<file path="config.mk">
export PLATFORM = sky130hd
export DESIGN_NAME = wall_clock_snapshot_with_leap
export DESIGN_NICKNAME = d
export VERILOG_FILES = /design/src/sv/wcs_pkg.sv /design/src/sv/wall_clock_snapshot_with_leap.sv /design/src/sv/wcs_sdiv.sv /design/src/sv/wcs_smul.sv /design/src/sv/wcs_leap.sv
export SDC_FILE = /design/constraint.sdc
export NUM_CORES = 2
export LEC_CHECK = 0
export ABC_CLOCK_PERIOD_IN_PS = 20400
export BUFFER_PORTS_ARGS = -buffer_cell sky130_fd_sc_hd__buf_4
export CELL_PAD_IN_SITES_DETAIL_PLACEMENT = 0
export CELL_PAD_IN_SITES_GLOBAL_PLACEMENT = 1
export CORE_ASPECT_RATIO = 0.75
export CORE_MARGIN = 4
export CORE_UTILIZATION = 35
export DETAILED_ROUTE_END_ITERATION = 12
export MAX_ROUTING_LAYER = met4
export PLACE_DENSITY = 0.58
export SYNTH_ARGS = -nofsm -noshare
export SYNTH_HDL_FRONTEND = slang
export SYNTH_SLANG_ARGS = --single-unit
export TNS_END_PERCENT = 20
</file>
<file path="constraint.sdc">
create_clock -name clk -period 20.4 [get_ports clk]
set_input_delay 1.02 -clock clk [delete_from_list [all_inputs] [get_ports clk]]
set_output_delay 1.02 -clock clk [all_outputs]
set_load 0.01 [all_outputs]
</file>
<file path="src/sv/wcs_pkg.sv">
`timescale 1ns / 1ps
// Shared types and constants for the wall clock snapshot block.
// Used by the serial divider, serial multiplier, leap scanner and top level.
package wcs_pkg;

    // Item modes
    localparam logic [1:0] MODE_TICK = 2'd0;
    localparam logic [1:0] MODE_SLEW = 2'd1;
    localparam logic [1:0] MODE_STEP = 2'd2;

    // One second in nanoseconds
    localparam logic [29:0] NS_PER_SEC = 30'd1000000000;

    // Serial divider: 64-bit dividend, one quotient bit per cycle
    localparam int DIV_W     = 64;
    localparam int DIV_CNT_W = $clog2(DIV_W);
    localparam logic [DIV_CNT_W-1:0] DIV_LAST = DIV_CNT_W'(DIV_W - 1);

    // Serial multiplier: 30-bit operands, one multiplier bit per cycle
    localparam int MUL_W     = 30;
    localparam int MUL_CNT_W = $clog2(MUL_W);
    localparam logic [MUL_CNT_W-1:0] MUL_LAST = MUL_CNT_W'(MUL_W - 1);

    // Leap second steps, ascending, and the offset at the first step
    localparam int LEAP_KNOWN = 28;
    localparam int LEAP_IDX_W = $clog2(LEAP_KNOWN);
    localparam logic [5:0] LEAP_FIRST = 6'd10;
    localparam logic [31:0] LEAP_AT [LEAP_KNOWN] = '{
        32'd63072000,   32'd78796800,   32'd94694400,   32'd126230400,
        32'd157766400,  32'd189302400,  32'd220924800,  32'd252460800,
        32'd283996800,  32'd315532800,  32'd362793600,  32'd394329600,
        32'd425865600,  32'd489024000,  32'd567993600,  32'd631152000,
        32'd662688000,  32'd709948800,  32'd741484800,  32'd773020800,
        32'd820454400,  32'd867715200,  32'd915148800,  32'd1136073600,
        32'd1230768000, 32'd1341100800, 32'd1435708800, 32'd1483228800
    };

    // Status of an iterative unit: busy while stepping, done for one cycle
    typedef struct packed {
        logic busy;
        logic done;
    } unit_stat_t;

endpackage

</file>
<file path="src/sv/wall_clock_snapshot_with_leap.sv">
`timescale 1ns / 1ps
// Top level of the wall clock snapshot: sequencer, clock state, result register.
// Depends on wcs_pkg, wcs_sdiv, wcs_smul and wcs_leap.
//
//   channel  handshake            payload
//   in       in_valid / in_ready  mode, tick_count, slew_ns, target_sec
//   out      out_valid/out_ready  rt_sec, rt_nsec, up_sec, up_nsec, leap_secs
//
// A tick item runs three serial divides (ticks by TICK_HZ, sub-second product by
// one second, slew offset by one second), a serial multiply and the sum and
// output steps; the leap scan overlaps them. A step item runs one divide; a
// set-offset item only loads the offset. Reset clears the epoch and offset.
// A tick result waits in the output register while the next item is taken; a
// later tick result waits for that slot.
module wall_clock_snapshot_with_leap #(
    parameter int unsigned TICK_HZ      = 1000,
    parameter int unsigned NS_EACH_TICK = 1000000,
    parameter int unsigned LEAP_ENTRIES = 28
) (
    input  logic               clk,
    input  logic               rst_n,
    input  logic               in_valid,
    output logic               in_ready,
    input  logic [1:0]         mode,
    input  logic [63:0]        tick_count,
    input  logic signed [63:0] slew_ns,
    input  logic [63:0]        target_sec,
    output logic               out_valid,
    input  logic               out_ready,
    output logic signed [63:0] rt_sec,
    output logic [29:0]        rt_nsec,
    output logic [63:0]        up_sec,
    output logic [29:0]        up_nsec,
    output logic [5:0]         leap_secs
);
    import wcs_pkg::*;

    localparam logic [29:0] TICK_DIV = 30'(TICK_HZ);
    localparam logic [29:0] NS_MUL   = 30'(NS_EACH_TICK);

    typedef enum logic [7:0] {
        ST_IDLE  = 8'b0000_0001,
        ST_DIV_T = 8'b0000_0010,
        ST_STEP  = 8'b0000_0100,
        ST_MUL   = 8'b0000_1000,
        ST_DIV_S = 8'b0001_0000,
        ST_DIV_O = 8'b0010_0000,
        ST_SUM   = 8'b0100_0000,
        ST_OUT   = 8'b1000_0000
    } state_t;

    state_t      state_reg, state_next;
    logic        step_reg, step_next;
    logic [63:0] target_reg, target_next;
    logic [63:0] boot_reg, boot_next;
    logic [63:0] slew_reg, slew_next;
    logic [63:0] elapsed_reg, elapsed_next;
    logic [63:0] monos_reg, monos_next;
    logic [29:0] monons_reg, monons_next;
    logic [63:0] offq_reg, offq_next;
    logic [29:0] offr_reg, offr_next;
    logic [63:0] real_reg, real_next;
    logic [30:0] ns_reg, ns_next;
    logic        ovalid_reg, ovalid_next;
    logic [63:0] orsec_reg, orsec_next;
    logic [29:0] orns_reg, orns_next;
    logic [63:0] omsec_reg, omsec_next;
    logic [29:0] omns_reg, omns_next;
    logic [5:0]  oleap_reg, oleap_next;

    logic        div_start;
    logic [63:0] div_dividend;
    logic [29:0] div_divisor;
    logic [63:0] div_q;
    logic [29:0] div_r;
    unit_stat_t  div_stat;
    logic        mul_start;
    logic [59:0] mul_p;
    unit_stat_t  mul_stat;
    logic        leap_start;
    logic [63:0] leap_epoch;
    logic [5:0]  leap_val;
    unit_stat_t  leap_stat;

    logic        in_fire;
    logic        slew_neg;
    logic        rem_nz;
    logic        ns_carry;
    logic        slot_free;

    wcs_sdiv u_div (
        .clk       (clk),
        .rst_n     (rst_n),
        .start     (div_start),
        .dividend  (div_dividend),
        .divisor   (div_divisor),
        .quotient  (div_q),
        .remainder (div_r),
        .stat      (div_stat)
    );

    wcs_smul u_mul (
        .clk     (clk),
        .rst_n   (rst_n),
        .start   (mul_start),
        .mcand   (NS_MUL),
        .mplier  (div_r),
        .product (mul_p),
        .stat    (mul_stat)
    );

    wcs_leap #(
        .LEAP_ENTRIES (LEAP_ENTRIES)
    ) u_leap (
        .clk   (clk),
        .rst_n (rst_n),
        .start (leap_start),
        .epoch (leap_epoch),
        .leap  (leap_val),
        .stat  (leap_stat)
    );

    assign in_ready   = (state_reg == ST_IDLE);
    assign in_fire    = in_valid && in_ready;
    assign slew_neg   = slew_reg[63];
    assign rem_nz     = (div_r != 30'd0);
    assign ns_carry   = (ns_reg >= {1'b0, NS_PER_SEC});
    assign slot_free  = !ovalid_reg || out_ready;
    assign leap_epoch = boot_reg + div_q;

    // Sequence one item through the shared units
    always_comb
    begin
        state_next   = state_reg;
        step_next    = step_reg;
        target_next  = target_reg;
        boot_next    = boot_reg;
        slew_next    = slew_reg;
        elapsed_next = elapsed_reg;
        monos_next   = monos_reg;
        monons_next  = monons_reg;
        offq_next    = offq_reg;
        offr_next    = offr_reg;
        real_next    = real_reg;
        ns_next      = ns_reg;
        ovalid_next  = ovalid_reg && !out_ready;
        orsec_next   = orsec_reg;
        orns_next    = orns_reg;
        omsec_next   = omsec_reg;
        omns_next    = omns_reg;
        oleap_next   = oleap_reg;
        div_start    = 1'b0;
        div_dividend = tick_count;
        div_divisor  = TICK_DIV;
        mul_start    = 1'b0;
        leap_start   = 1'b0;
        case (state_reg)
            ST_IDLE:
            begin
                if (in_fire)
                begin
                    target_next = target_sec;
                    step_next   = (mode == MODE_STEP);
                    if (mode == MODE_SLEW)
                    begin
                        slew_next = slew_ns;
                    end
                    else if (mode == MODE_TICK || mode == MODE_STEP)
                    begin
                        div_start  = 1'b1;
                        state_next = ST_DIV_T;
                    end
                end
            end
            ST_DIV_T:
            begin
                if (div_stat.done)
                begin
                    elapsed_next = div_q;
                    if (step_reg)
                    begin
                        state_next = ST_STEP;
                    end
                    else
                    begin
                        mul_start  = 1'b1;
                        leap_start = 1'b1;
                        state_next = ST_MUL;
                    end
                end
            end
            ST_STEP:
            begin
                // rebase the epoch, clamp at zero, drop the offset
                boot_next  = (target_reg >= elapsed_reg) ? (target_reg - elapsed_reg) : 64'd0;
                slew_next  = '0;
                state_next = ST_IDLE;
            end
            ST_MUL:
            begin
                if (mul_stat.done)
                begin
                    div_start    = 1'b1;
                    div_dividend = {4'd0, mul_p};
                    div_divisor  = NS_PER_SEC;
                    state_next   = ST_DIV_S;
                end
            end
            ST_DIV_S:
            begin
                if (div_stat.done)
                begin
                    monos_next   = elapsed_reg + div_q;
                    monons_next  = div_r;
                    div_start    = 1'b1;
                    div_dividend = slew_neg ? (64'd0 - slew_reg) : slew_reg;
                    div_divisor  = NS_PER_SEC;
                    state_next   = ST_DIV_O;
                end
            end
            ST_DIV_O:
            begin
                if (div_stat.done)
                begin
                    // floor the signed offset: -(q + 1) is ~q
                    if (!slew_neg)
                    begin
                        offq_next = div_q;
                        offr_next = div_r;
                    end
                    else if (rem_nz)
                    begin
                        offq_next = ~div_q;
                        offr_next = NS_PER_SEC - div_r;
                    end
                    else
                    begin
                        offq_next = 64'd0 - div_q;
                        offr_next = div_r;
                    end
                    state_next = ST_SUM;
                end
            end
            ST_SUM:
            begin
                real_next  = boot_reg + monos_reg;
                ns_next    = {1'b0, monons_reg} + {1'b0, offr_reg};
                state_next = ST_OUT;
            end
            ST_OUT:
            begin
                if (slot_free && !leap_stat.busy)
                begin
                    orsec_next  = real_reg + offq_reg + {63'd0, ns_carry};
                    orns_next   = ns_carry ? 30'(ns_reg - {1'b0, NS_PER_SEC}) : ns_reg[29:0];
                    omsec_next  = monos_reg;
                    omns_next   = monons_reg;
                    oleap_next  = leap_val;
                    ovalid_next = 1'b1;
                    state_next  = ST_IDLE;
                end
            end
            default:
            begin
                state_next = ST_IDLE;
            end
        endcase
    end

    // Hold the datapath and the result payload
    always_ff @(posedge clk)
    begin
        step_reg    <= step_next;
        target_reg  <= target_next;
        elapsed_reg <= elapsed_next;
        monos_reg   <= monos_next;
        monons_reg  <= monons_next;
        offq_reg    <= offq_next;
        offr_reg    <= offr_next;
        real_reg    <= real_next;
        ns_reg      <= ns_next;
        orsec_reg   <= orsec_next;
        orns_reg    <= orns_next;
        omsec_reg   <= omsec_next;
        omns_reg    <= omns_next;
        oleap_reg   <= oleap_next;
    end

    // Advance control state and the clock state
    always_ff @(posedge clk or negedge rst_n)
    begin
        if (!rst_n)
        begin
            state_reg  <= ST_IDLE;
            boot_reg   <= '0;
            slew_reg   <= '0;
            ovalid_reg <= 1'b0;
        end
        else
        begin
            state_reg  <= state_next;
            boot_reg   <= boot_next;
            slew_reg   <= slew_next;
            ovalid_reg <= ovalid_next;
        end
    end

    assign out_valid = ovalid_reg;
    assign rt_sec    = signed'(orsec_reg);
    assign rt_nsec   = orns_reg;
    assign up_sec    = omsec_reg;
    assign up_nsec   = omns_reg;
    assign leap_secs = oleap_reg;

    // The divider finishes only while the sequencer waits on it
    a_div_done_owned: assert property (@(posedge clk) disable iff (!rst_n)
        div_stat.done |-> (state_reg == ST_DIV_T || state_reg == ST_DIV_S ||
                           state_reg == ST_DIV_O))
        else $error("divider done outside a divide state");

    // The leap scan is over before the offset divide runs
    a_leap_early: assert property (@(posedge clk) disable iff (!rst_n)
        (state_reg == ST_DIV_O) |-> !leap_stat.busy)
        else $error("leap scan still busy during offset divide");

    // Nanosecond results are normalized
    a_ns_range: assert property (@(posedge clk) disable iff (!rst_n)
        ovalid_reg |-> (orns_reg < NS_PER_SEC && omns_reg < NS_PER_SEC))
        else $error("nanoseconds out of range");

    // A time step clears the slew offset
    a_step_clears: assert property (@(posedge clk) disable iff (!rst_n)
        (state_reg == ST_STEP) |=> (slew_reg == 64'd0))
        else $error("slew offset kept across a step");

endmodule

</file>
<file path="src/sv/wcs_sdiv.sv">
`timescale 1ns / 1ps
// Bit-serial restoring divider: 64-bit dividend by a divisor below 2^30.
// Depends on wcs_pkg.
module wcs_sdiv (
    input  logic               clk,
    input  logic               rst_n,
    input  logic               start,
    input  logic [63:0]        dividend,
    input  logic [29:0]        divisor,
    output logic [63:0]        quotient,
    output logic [29:0]        remainder,
    output wcs_pkg::unit_stat_t stat
);
    import wcs_pkg::*;

    logic [63:0]          q_reg, q_next;
    logic [29:0]          r_reg, r_next;
    logic [29:0]          d_reg, d_next;
    logic [DIV_CNT_W-1:0] cnt_reg, cnt_next;
    logic                 busy_reg, busy_next;
    logic                 done_reg, done_next;
    logic [30:0]          trial;
    logic [30:0]          diff;
    logic                 fits;

    // Shift one dividend bit into the partial remainder, subtract when it fits
    always_comb
    begin
        trial     = {r_reg, q_reg[63]};
        diff      = trial - {1'b0, d_reg};
        fits      = (trial >= {1'b0, d_reg});
        q_next    = q_reg;
        r_next    = r_reg;
        d_next    = d_reg;
        cnt_next  = cnt_reg;
        busy_next = busy_reg;
        done_next = 1'b0;
        if (start)
        begin
            q_next    = dividend;
            r_next    = '0;
            d_next    = divisor;
            cnt_next  = '0;
            busy_next = 1'b1;
        end
        else if (busy_reg)
        begin
            q_next   = {q_reg[62:0], fits};
            r_next   = fits ? diff[29:0] : trial[29:0];
            cnt_next = cnt_reg + 1'b1;
            if (cnt_reg == DIV_LAST)
            begin
                busy_next = 1'b0;
                done_next = 1'b1;
            end
        end
    end

    // Hold the datapath
    always_ff @(posedge clk)
    begin
        q_reg <= q_next;
        r_reg <= r_next;
        d_reg <= d_next;
    end

    // Advance the step counter
    always_ff @(posedge clk or negedge rst_n)
    begin
        if (!rst_n)
        begin
            cnt_reg  <= '0;
            busy_reg <= 1'b0;
            done_reg <= 1'b0;
        end
        else
        begin
            cnt_reg  <= cnt_next;
            busy_reg <= busy_next;
            done_reg <= done_next;
        end
    end

    assign quotient  = q_reg;
    assign remainder = r_reg;
    assign stat      = '{busy: busy_reg, done: done_reg};

endmodule

</file>
<file path="src/sv/wcs_smul.sv">
`timescale 1ns / 1ps
// Bit-serial shift-and-add multiplier, 30 by 30 bits, multiplier MSB first.
// Depends on wcs_pkg.
module wcs_smul (
    input  logic               clk,
    input  logic               rst_n,
    input  logic               start,
    input  logic [29:0]        mcand,
    input  logic [29:0]        mplier,
    output logic [59:0]        product,
    output wcs_pkg::unit_stat_t stat
);
    import wcs_pkg::*;

    logic [59:0]          acc_reg, acc_next;
    logic [29:0]          a_reg, a_next;
    logic [29:0]          b_reg, b_next;
    logic [MUL_CNT_W-1:0] cnt_reg, cnt_next;
    logic                 busy_reg, busy_next;
    logic                 done_reg, done_next;

    // Double the sum and add the multiplicand when the next bit is set
    always_comb
    begin
        acc_next  = acc_reg;
        a_next    = a_reg;
        b_next    = b_reg;
        cnt_next  = cnt_reg;
        busy_next = busy_reg;
        done_next = 1'b0;
        if (start)
        begin
            acc_next  = '0;
            a_next    = mplier;
            b_next    = mcand;
            cnt_next  = '0;
            busy_next = 1'b1;
        end
        else if (busy_reg)
        begin
            acc_next = {acc_reg[58:0], 1'b0} + (a_reg[29] ? {30'd0, b_reg} : 60'd0);
            a_next   = {a_reg[28:0], 1'b0};
            cnt_next = cnt_reg + 1'b1;
            if (cnt_reg == MUL_LAST)
            begin
                busy_next = 1'b0;
                done_next = 1'b1;
            end
        end
    end

    // Hold the datapath
    always_ff @(posedge clk)
    begin
        acc_reg <= acc_next;
        a_reg   <= a_next;
        b_reg   <= b_next;
    end

    // Advance the step counter
    always_ff @(posedge clk or negedge rst_n)
    begin
        if (!rst_n)
        begin
            cnt_reg  <= '0;
            busy_reg <= 1'b0;
            done_reg <= 1'b0;
        end
        else
        begin
            cnt_reg  <= cnt_next;
            busy_reg <= busy_next;
            done_reg <= done_next;
        end
    end

    assign product = acc_reg;
    assign stat    = '{busy: busy_reg, done: done_reg};

endmodule

</file>
<file path="src/sv/wcs_leap.sv">
`timescale 1ns / 1ps
// Leap offset scanner: walks the ascending leap step table one entry a cycle.
// Depends on wcs_pkg for the table and the unit status type.
module wcs_leap #(
    parameter int unsigned LEAP_ENTRIES = 28
) (
    input  logic               clk,
    input  logic               rst_n,
    input  logic               start,
    input  logic [63:0]        epoch,
    output logic [5:0]         leap,
    output wcs_pkg::unit_stat_t stat
);
    import wcs_pkg::*;

    localparam int SCAN_N = (LEAP_ENTRIES < LEAP_KNOWN) ? LEAP_ENTRIES : LEAP_KNOWN;
    localparam logic [LEAP_IDX_W-1:0] SCAN_LAST = LEAP_IDX_W'(SCAN_N - 1);

    logic [63:0]           epoch_reg, epoch_next;
    logic [5:0]            val_reg, val_next;
    logic [LEAP_IDX_W-1:0] idx_reg, idx_next;
    logic                  busy_reg, busy_next;
    logic                  done_reg, done_next;

    // Take the offset of every step the epoch has reached
    always_comb
    begin
        epoch_next = epoch_reg;
        val_next   = val_reg;
        idx_next   = idx_reg;
        busy_next  = busy_reg;
        done_next  = 1'b0;
        if (start)
        begin
            epoch_next = epoch;
            val_next   = '0;
            idx_next   = '0;
            busy_next  = 1'b1;
        end
        else if (busy_reg)
        begin
            if (epoch_reg >= {32'd0, LEAP_AT[idx_reg]})
            begin
                val_next = LEAP_FIRST + {{(6 - LEAP_IDX_W){1'b0}}, idx_reg};
            end
            idx_next = idx_reg + 1'b1;
            if (idx_reg == SCAN_LAST)
            begin
                busy_next = 1'b0;
                done_next = 1'b1;
            end
        end
    end

    // Hold the epoch and the running offset
    always_ff @(posedge clk)
    begin
        epoch_reg <= epoch_next;
        val_reg   <= val_next;
    end

    // Advance the table index
    always_ff @(posedge clk or negedge rst_n)
    begin
        if (!rst_n)
        begin
            idx_reg  <= '0;
            busy_reg <= 1'b0;
            done_reg <= 1'b0;
        end
        else
        begin
            idx_reg  <= idx_next;
            busy_reg <= busy_next;
            done_reg <= done_next;
        end
    end

    assign leap = val_reg;
    assign stat = '{busy: busy_reg, done: done_reg};

endmodule

</file>
==> parameters.txt <==
Parameter                              Value

Status
  Outcome ... completed

Floorplan
  Placement Rows ... 133
  Core area ... 175900 sq um
  Die extent in y ... 372.9 microns
  Die area ... 184400 sq um
  Ports placed on the boundary ... 394
  Initial core utilization ... 35.32%
  Die Wd ... 494.5 microns

Cells and area
  Count of nets after finishing ... 7187
  Synth-to-layout area growth ... 14.95%
  Most common library cell in the layout ignoring fill and taps ... sky130_fd_sc_hd__edfxtp_1
  Final cell count without fillers ... 9042
  Share of layout cells above drive strength 1 ... 10.95%
  Most frequent cells in the layout ... 766 x sky130_fd_sc_hd__edfxtp_1, 642 x sky130_fd_sc_hd__nand2_1, 533 x sky130_fd_sc_hd__a21oi_1

Placement
  IO Port Bufs ... 393
  Number of cells in the design after placement ... 8815
  Post-detailed-placement half-perimeter wirelength ... 183400 microns
  Final GP Congestion ... 0.9245

Timing
  Max-Slew Margin vs Limit ... 17.79%
  Final setup violation count ... 0
  Min cycle time layout ... 7.272 ns
  Slew Viols, Final ... 0
  RSZ-0062 raised after global routing ... no
  Maximum operating frequency ... 0.1375 GHz
  Setup total negative slack ... 0 ns
  Fraction of the cycle the final worst path needs ... 35.65%
  Worst clock skew ... 0.05107 ns
  Hold Fails Final Rpt ... 0
  Slew at the pin with the worst max-slew slack ... 1.217 ns

Route
  Detailed Route Iter0 Violations ... 4699
  Final routed DRC violation total ... 0
  Detailed-route vias per instance ... 5.602
  Number of nets with antenna violations after detailed routing ... 0
  Number of detailed-routing iterations run before antenna repair ... 8
  Via count ... 50654
  Drt total wl ... 231900 microns
  Mean routed wirelength per cell ... 25.65 microns

Setup path
  Crit path kind ... reg -> reg
  Required time of the critical path ... 20.89 ns
  Category of the worst setup path launch point ... flip-flop
  Flop2flop setup slack ... 13.13 ns
  Terminus of the critical flop-to-flop path ... rt_sec[56]$_DFFE_PP_
  Top fanout value on the critical path ... 14
  Arrival time reported for the critical path endpoint ... 7.76 ns
  Origin of the critical flop-to-flop path ... ns_reg[9]$_DFFE_PP_
  Depth of the worst register-to-register path ... 23
  Critical Path Sink Type ... flip-flop

Pwr
  Final Total Pwr ... 9.013 mW
  Power density over cell area ... 126.2 nW/um^2
  Highest ir drop seen on vdd ... 0.07407 mV
  Total leakage power ... 28.43 nW

Clock tree
  TritonCTS clock tree ... done
  Number of sinks handled by clock tree synthesis ... 1014
  Post-CTS Setup Repair Bufs ... 0
  Post-CTS clock slew at the launch and capture registers of the worst setup and hold paths ... 0.06 ns
  Post-cts repair resize count ... 0
  Clock root buffer ... sky130_fd_sc_hd__clkbuf_16
  Worst-skew pair later-pin latency ... 0.80 ns
  Clock buffer depth ... 3
  Number of H-tree levels ... 3
  Count of hold buffers inserted by post-cts repair ... 0
  CTS buffer count ... 114

Global routing
  Initial antenna violation count ... 13
  Maximum number of pins on one net before global-route repair ... 109
  Wire length of the first global-routing pass ... 336100 microns
  Via count of the first global-routing pass ... 47887
  All-Layer GR Usage ... 25.09%
  Remaining Overflow, GRT ... 0

Yosys
  Fraction of synthesis flops using an asynchronous set or reset pin ... 15.58%
  Number of unique standard cell types used by synthesis ... 90
  Post-Synthesis Cells ... 6300
  Number of enable flip-flop cells after synthesis ... 766
  Warnings, synthesis ... 0
  Synthesized netlist net count ... 6918
  Prevailing post-synth register cell ... sky130_fd_sc_hd__edfxtp_1
  Sequential element share of the synthesized area ... 46.29%
  Register bit total from synthesis ... 1014
  Synth Area per Inst ... 9.861 sq um
  Summed instance area of the synthesized netlist ... 62120 sq um

Run
  Reported max-cap violation count ... 0

Min path
  Min-Delay Path Class ... in -> async
==> area by class of cell <==
cell class,instances,area [sq um]
antenna,11,27.53
inverter,224,850.8
clock buffer,132,2992
tap,2362,2955
clock inverter,84,919.6
multi-input combinational,4744,31360
sequential,1014,28760
fill,17273,104500
timing repair buffer,471,3540
==> cells by family (layout without fill, tap and decap cells) <==
| family | after synthesis | after routing | share of synthesized area (%) |
|---|---|---|---|
| DFF | 1014 | 1014 | 46.29 |
| AOI/OAI and AO/OA | 1914 | 1914 | 19.52 |
| buffers and inverters | 542 | 911 | 3.335 |
| and+or+nand+nor | 1813 | 1813 | 13.84 |
| adders and majority gates | 420 | 420 | 8.543 |
| muxes | 26 | 26 | 0.4250 |
| xor gates and xnor gates | 571 | 571 | 8.050 |
| other | 0 | 11 | 0 |
==> report_power, final <==
part	switching, mW	internal [mW]
clock	0.936	1.22
combinational	2.28	1.37
sequential	0.511	2.69
total	3.73	5.28
==> stage by stage <==
step / utilization (%) / setup slack, ns / area (sq um) / hold slack (ns)
2_1_floorplan: - / 5.291 / 62120 / 0.4064
3_3_place_gp: 38.36 / 13.20 / 67470 / 0.4178
3_5_place_dp: 38.36 / 13.19 / 67470 / 0.4192
4_1_cts: 40.58 / 13.11 / 71380 / 0.1752
5_1_grt: 40.59 / 12.70 / 71390 / 0.2026
6_report: 40.60 / 13.13 / 71410 / 0.1893
==> synth_stat cells, drive strengths merged (64+ instances only) <==
cell / number / area (sq um)
o21ai: 483 / 2417
dfxtp: 90 / 1802
nand4: 129 / 807.0
nor2b: 68 / 425.4
nor3: 95 / 475.5
o21bai: 88 / 660.6
xnor2: 374 / 3276
dfrtp: 157 / 3929
o31ai: 69 / 531.8
a21o: 237 / 1779
nand2: 643 / 2414
clkbuf: 292 / 1104
ha: 413 / 5167
nor2: 410 / 1539
a211oi: 80 / 600.6
xor2: 197 / 1725
a31oi: 64 / 400.4
edfxtp: 766 / 23000
a21oi: 533 / 2668
nand3: 138 / 690.7
inv: 220 / 825.8
==> worst max-delay path, stage by stage (launching register included) <==
cell	delay, ns
sky130_fd_sc_hd__edfxtp_1	0.38
sky130_fd_sc_hd__inv_1	0.07
sky130_fd_sc_hd__ha_1	0.23
sky130_fd_sc_hd__o21ai_0	0.25
sky130_fd_sc_hd__a31o_2	0.22
sky130_fd_sc_hd__a21oi_1	0.10
sky130_fd_sc_hd__o21ai_0	0.38
sky130_fd_sc_hd__a21o_1	0.22
sky130_fd_sc_hd__o21bai_1	0.12
sky130_fd_sc_hd__a41o_1	0.54
sky130_fd_sc_hd__clkinv_1	0.67
sky130_fd_sc_hd__fa_1	0.65
sky130_fd_sc_hd__fa_1	0.42
sky130_fd_sc_hd__nor2b_1	0.13
sky130_fd_sc_hd__o21ai_0	0.12
sky130_fd_sc_hd__a21o_1	0.28
sky130_fd_sc_hd__a211oi_1	0.70
sky130_fd_sc_hd__o311ai_1	0.18
sky130_fd_sc_hd__buf_4	0.23
sky130_fd_sc_hd__a21oi_1	0.29
sky130_fd_sc_hd__a31oi_1	0.23
sky130_fd_sc_hd__o21ai_0	0.24
sky130_fd_sc_hd__a31oi_1	0.14
sky130_fd_sc_hd__xnor2_1	0.15
==> how the worst max path moves through the flow <==
stage                                    from                      to
final                     ns_reg[9]$_DFFE_PP_    rt_sec[56]$_DFFE_PP_
after global routing      ns_reg[9]$_DFFE_PP_    rt_sec[56]$_DFFE_PP_
after CTS                 ns_reg[9]$_DFFE_PP_    rt_sec[58]$_DFFE_PP_
after detailed placement  ns_reg[9]$_DFFE_PP_    rt_sec[58]$_DFFE_PP_
after global placement    ns_reg[9]$_DFFE_PP_    rt_sec[58]$_DFFE_PP_
after floorplan                     out_ready  leap_secs[0]$_DFFE_PP_
==> per-layer routing <==
metal	vias up	wire length, microns	track usage, %
met3	199	12370	2.735
li1	23986	-	-
met1	24975	118100	38.89
met2	1494	96870	35.03
met5	-	0	-
met4	0	4587	4.999
(Power assumes the default switching activity.)
